==> config.mk <==
export PLATFORM = sky130hd
export DESIGN_NAME = bccull_plane
export DESIGN_NICKNAME = d
export VERILOG_FILES = /design/src/design/bccull_pkg.sv /design/src/design/bccull_plane.sv
export SDC_FILE = /design/constraint.sdc
export NUM_CORES = 2
export LEC_CHECK = 0
export BUFFER_PORTS_ARGS = -buffer_cell sky130_fd_sc_hd__buf_2
export CAP_MARGIN = 20
export CORE_AREA = 5 5 537 539
export DETAILED_ROUTE_END_ITERATION = 10
export DIE_AREA = 0 0 542 544
export PLACE_DENSITY = 0.36
export SLEW_MARGIN = 20
export SYNTH_ARGS = -nofsm -noshare
export SYNTH_HDL_FRONTEND = slang
export SYNTH_SLANG_ARGS = --single-unit
==> constraint.sdc <==
create_clock -name i_clk -period 2.2 [get_ports i_clk]
set_clock_uncertainty 0.05 [all_clocks]
set_input_delay 0 -clock i_clk [delete_from_list [all_inputs] [get_ports i_clk]]
set_output_delay 0 -clock i_clk [all_outputs]
set_load 0.005 [all_outputs]
==> src/design/bccull_pkg.sv <==
// ---------------------------------------------------------------------------
// bccull_pkg
// shared types and widths for the clip-space cull test unit
// ---------------------------------------------------------------------------
`timescale 1ns / 1ps

package bccull_pkg;

    localparam int unsigned CoordW = 32;
    localparam int unsigned ProdW  = 64;
    localparam int unsigned AccW   = 68;
    localparam int unsigned InW    = 512;

    typedef logic signed [CoordW-1:0] t_coord;
    typedef logic signed [ProdW-1:0]  t_prod;
    typedef logic signed [AccW-1:0]   t_acc;

    // products of one matrix row: x, y, width, height terms and translation
    typedef struct packed {
        t_prod px;
        t_prod py;
        t_prod pw;
        t_prod ph;
        t_prod pt;
    } t_row_prod;

    // clip coordinates of the translation point and four corners, rows 0..3
    typedef struct packed {
        t_acc [3:0] t;
        t_acc [3:0] c0;
        t_acc [3:0] c1;
        t_acc [3:0] c2;
        t_acc [3:0] c3;
    } t_clip_pts;

    // plane test flags: lo and hi per row 0..2
    typedef struct packed {
        logic [2:0] lo;
        logic [2:0] hi;
    } t_plane_flags;

    function automatic t_acc sext_prod(input t_prod p);
        sext_prod = {{(AccW-ProdW){p[ProdW-1]}}, p};
    endfunction

endpackage

==> src/design/bccull_plane.sv <==
// ---------------------------------------------------------------------------
// bccull_plane
// plane stage: w + c and w - c sign tests for every point
// ---------------------------------------------------------------------------
`timescale 1ns / 1ps

module bccull_plane (
    input  logic                           i_clk,
    input  logic                           i_rst_n,
    input  logic                           i_en,
    input  logic                           i_valid,
    input  bccull_pkg::t_clip_pts          i_pts,
    output logic                           o_valid,
    output bccull_pkg::t_plane_flags [4:0] o_flags
);

    bccull_pkg::t_plane_flags [4:0] n_flags, r_flags;
    bccull_pkg::t_acc [3:0] pt [5];
    bccull_pkg::t_acc s;
    logic r_valid;

    always_comb begin
        pt[0] = i_pts.t;
        pt[1] = i_pts.c0;
        pt[2] = i_pts.c1;
        pt[3] = i_pts.c2;
        pt[4] = i_pts.c3;
        n_flags = '0;
        s = '0;
        for (int p = 0; p < 5; p++) begin
            for (int r = 0; r < 3; r++) begin
                s = pt[p][3] + pt[p][r];
                n_flags[p].lo[r] = ~s[bccull_pkg::AccW-1];
                s = pt[p][3] - pt[p][r];
                n_flags[p].hi[r] = ~s[bccull_pkg::AccW-1];
            end
        end
    end

    always_ff @(posedge i_clk) begin
        if (!i_rst_n) begin
            r_valid <= 1'b0;
        end else if (i_en) begin
            r_valid <= i_valid;
        end
    end

    always_ff @(posedge i_clk) begin
        if (i_en) begin
            r_flags <= n_flags;
        end
    end

    assign o_valid = r_valid;
    assign o_flags = r_flags;

endmodule

Word level (Yosys, flattened, before mapping). Index checks and enable logic that the tools add are counted.

Flip-flop bits (word level): 31. Output and inout bits: 31. Logic and storage cells: 71.

Add/subtract/negate cells: 30. Bitwise logic cells: 30.

Operators with widths (count): 68-bit adder (15); 68-bit subtractor (15); 1-bit NOT (30).

Logic depth before layout (Yosys ltp).
Depth in word-level cells: 2. Mapped depth: 10. Mapped depth without buffers: 10.

Worst setup path after synthesis. No wires, ideal clock.

Path type: input to register. Start point: in i_pts[201] in the netlist's numbering. End point: reg r_flags, in the netlist o_flags[26], data pin. Data arrival time: 2043 ps. Library setup time: 273 ps. Path slack: -166 ps. Stages on the path: 8. Path buffers: 0. Required time: 1877 ps. Cells stage by stage: inv_1 -> ha_1 -> nand4_1 -> or4_1 -> or4_1 -> a2111oi_2 -> a21oi_1 -> xor2_1.

RTL lines: start: declaration (line bccull_plane.sv:12) `input bccull_pkg::t_clip_pts i_pts,`; end signal: assignment (line bccull_plane.sv:50) `r_flags <= n_flags;`; end: declaration (line bccull_plane.sv:17) `bccull_pkg::t_plane_flags [4:0] n_flags, r_flags;`.

==> results.yml <==
floorplan:
  die_h_um: 544
  ioPinCount: 1395
  dieArea_mm2: 0.2948
  fp-row-count: 196
  die_x_um: 542
  core_area_mm2: 0.2835
  start_util_pct: 17.10
clock_tree:
  numCtsBuffers: 5
  clock-sinks: 31
  cts_htree_levels: 2
  cts_tree: "done"
  clkLatencyLatePin_ns: 0.36
  root_buffer: "clkbuf_16"
  clk_pin_slew_ns: 0.09
  clk_path_buf_depth: 2
timing:
  setup_ws_ns: -0.04888
  slew_viol_final: 0
  period_needed_ns: 2.249
  rsz0062_at_grt: "true"
  period_share_pct: 102.2
  tightestPinTransition_ns: 0.8430
  max_freq_mhz: 444.7
  finalSetupViolCount: 2
  relSlewSlack_pct: 43.09
  hold_viol: 0
drt:
  wirelength_mm: 292.4
  firstDrtPassIters: 6
  drc_errors: 0
  routed-via-count: 57700
  ant_nets: 0
  drt_iter0_markers: 2294
  viasPerCell: 4.272
  drt-wirelength-per-cell_um: 21.65
synth:
  ys.flop_type: "edfxtp_1"
  synth.most_common_cell: "ha_1"
  yosysSeqAreaShare_pct: 1.899
  synth_top_family_by_area: "adder cells"
  synth_top_area_share_pct: 51.10
  yosys-top-cells-area: "ha_1 51%, inv_1 10%, a21oi_1 6.7%, a21o_1 5.3%, nand4_1 2.9%"
  syn_avg_cell_area_um2: 7.718
  synth_nets: 9626
  ys_async_sr_fraction_pct: 0
  synth_xor_area_share_pct: 0.6865
  yosysTopAreaCell: "ha_1"
  synthCells: 6282
  synth_simple_gate_area_share_pct: 14.39
  synth-seq-cells: 31
  synthMuxAreaShare_pct: 0.08258
  synth_cell_types: 70
  synth_common_cells: "1980 x ha_1, 1341 x inv_1, 645 x a21oi_1"
  synth_compound_area_share_pct: 21.45
  ys_warn_count: 0
  synthAdderAreaFrac_pct: 51.10
  synth_area_mm2: 0.04848
  synth-edff-count: 30
layout:
  utilization_pct: 27.48
  final_cells: 13505
  fillers: 31239
  syn_to_final_growth_pct: 60.67
  drive_above_1_share_pct: 38.14
  nets: 12999
  fin_area_mm2: 0.07790
worst_setup_path:
  reg2reg_from: "o_valid"
  start_kind: "input port"
  r2r_cells: 3
  r2r_setup_slack_ns: 1.00
  required_ns: 2.27
  r2r_end: "o_valid"
  cp-end-kind: "register"
  crit_path_max_fanout: 3
  worstPathArrival_ns: 2.32
  criticalPathCategory: "in2reg"
power_and_ir_drop:
  ir_drop_v: 0.0002472
  p_per_area_mw_per_mm2: 216.8
  cellLeakagePower_nw: 44.75
  p_total_mw: 16.89
status:
  status: "finished with violations"
  failed_checks: "negative setup slack"
global_routing:
  grt_max_degree: 20
  grt.overflow.total: 0
  grtUsageTotal_pct: 18.70
  antenna_found_initial: 344
  grt_pass1_vias: 57964
  grt_pass1_wl_mm: 400.5
place:
  place_area_mm2: 0.07509
  io_buffers: 1394
  post-place-ws_ns: -0.9011
  place_inst: 13394
  dp_hpwl_mm: 275.9
  place_congestion: 0.9383
min_path:
  whs_path_depth: 3
  hold_path_class: "in2reg"
  hp-start: "i_pts[339]"
  hold_path_end: "o_flags[18]"
flow_run:
  drv_cap: 0
metrics by stage:
| stage | hold WS (ns) | setup TNS, ns |
|---|---|---|
| 4_1_cts | 0.01026 | -0.02050 |
| 5_1_grt | 0.07367 | -0.3595 |
| 2_1_floorplan | 0.06250 | -0.01581 |
| 3_5_place_dp | 0.1844 | -18.18 |
| 6_report | 0.06540 | -0.05157 |
| 3_3_place_gp | 0.1692 | -17.53 |
critical path, stage by stage:
cell and delay [ns]:
buf_6 0.10, inv_4 0.04, ha_4 0.25, nand4_1 0.21
or3_4 0.46, or4_4 0.49, o21ai_2 0.14, a211oi_2 0.04
o211ai_1 0.30, a21oi_2 0.13, xnor2_1 0.16
state kept, by name, summed over array words and instances, names as in the netlist:
signal and count:
o_flags 30, o_valid 1
cell families after synthesis:
logic type / count (synthesis)
xor+xnor: 38
fa+ha+maj: 1980
simple gates: 1265
mux: 4
compound gates: 1622
buf+inv: 1342
flops: 31
where the power goes:
group	internal, mW	total, mW	switching, mW
registers	0.782	0.828	0.0467
logic	7.39	15.0	7.64
clock network	0.535	1.02	0.489
area by class of cell:
cell class,instances,area [um^2],share of cell area (%)
timing repair buffer,3367,22210,28.51
clock buffer,5,125.1,0.1606
sequential,31,920.9,1.182
multi-input combinational,4909,44630,57.29
clock inverter,3,38.79,0.04979
tap,3762,4707,6.043
inverter,1341,5046,6.478
antenna,87,217.7,0.2795
layout by cell type, fill, tap and decap left out, types with 17 or more instances in the layout:
cell and n:
a21oi_2 35, nor2_1 258, diode_2 87, xnor2_1 20, o31ai_1 50, a21oi_1 609, or4_1 33, a211oi_1 33
nand3_1 72, o21bai_1 148, ha_4 50, nor4_2 27, and4_1 17, nor2b_1 119, o211ai_1 42, ha_1 1927
edfxtp_1 30, nand4_1 226, nand2b_1 42, a21o_1 340, buf_4 1961, buf_6 22, nor3_1 86, xor2_1 18
nand2_1 99, buf_2 1350, nor4_1 141, inv_1 1329, o21ai_0 126, o21ai_1 18
worst max path at each step:
stage | endpoint | startpoint | cells after the start
final | o_flags[1] | i_pts[1173] | 11
after global routing | o_flags[9] | i_pts[1084] | 12
after CTS | o_flags[23] | i_pts[484] | 13
after detailed placement | o_flags[23] | i_pts[456] | 14
after global placement | o_flags[23] | i_pts[454] | 14
after floorplan | o_flags[26] | i_pts[194] | 8
timing repair:
item,CTS,global route
buffers inserted,4,15
pin swaps,27,110
setup endpoints to repair,26,30
gates resized for setup,132,325
endpoints found under the hold margin,3,0
hold buffers,3,0
routing by layer:
layer  track usage (%)  wire length, um  vias up  share of wire [%]
met3             4.857            19040      586                6.5
met4             4.358             7941      180                2.7
li1                  -                -    28898                  -
met1             21.81           120500    26549                 41
met2             34.01           143700     1487                 49
met5                 0             1135        -               0.39
No activity file was read; power rests on OpenSTA's default activity.
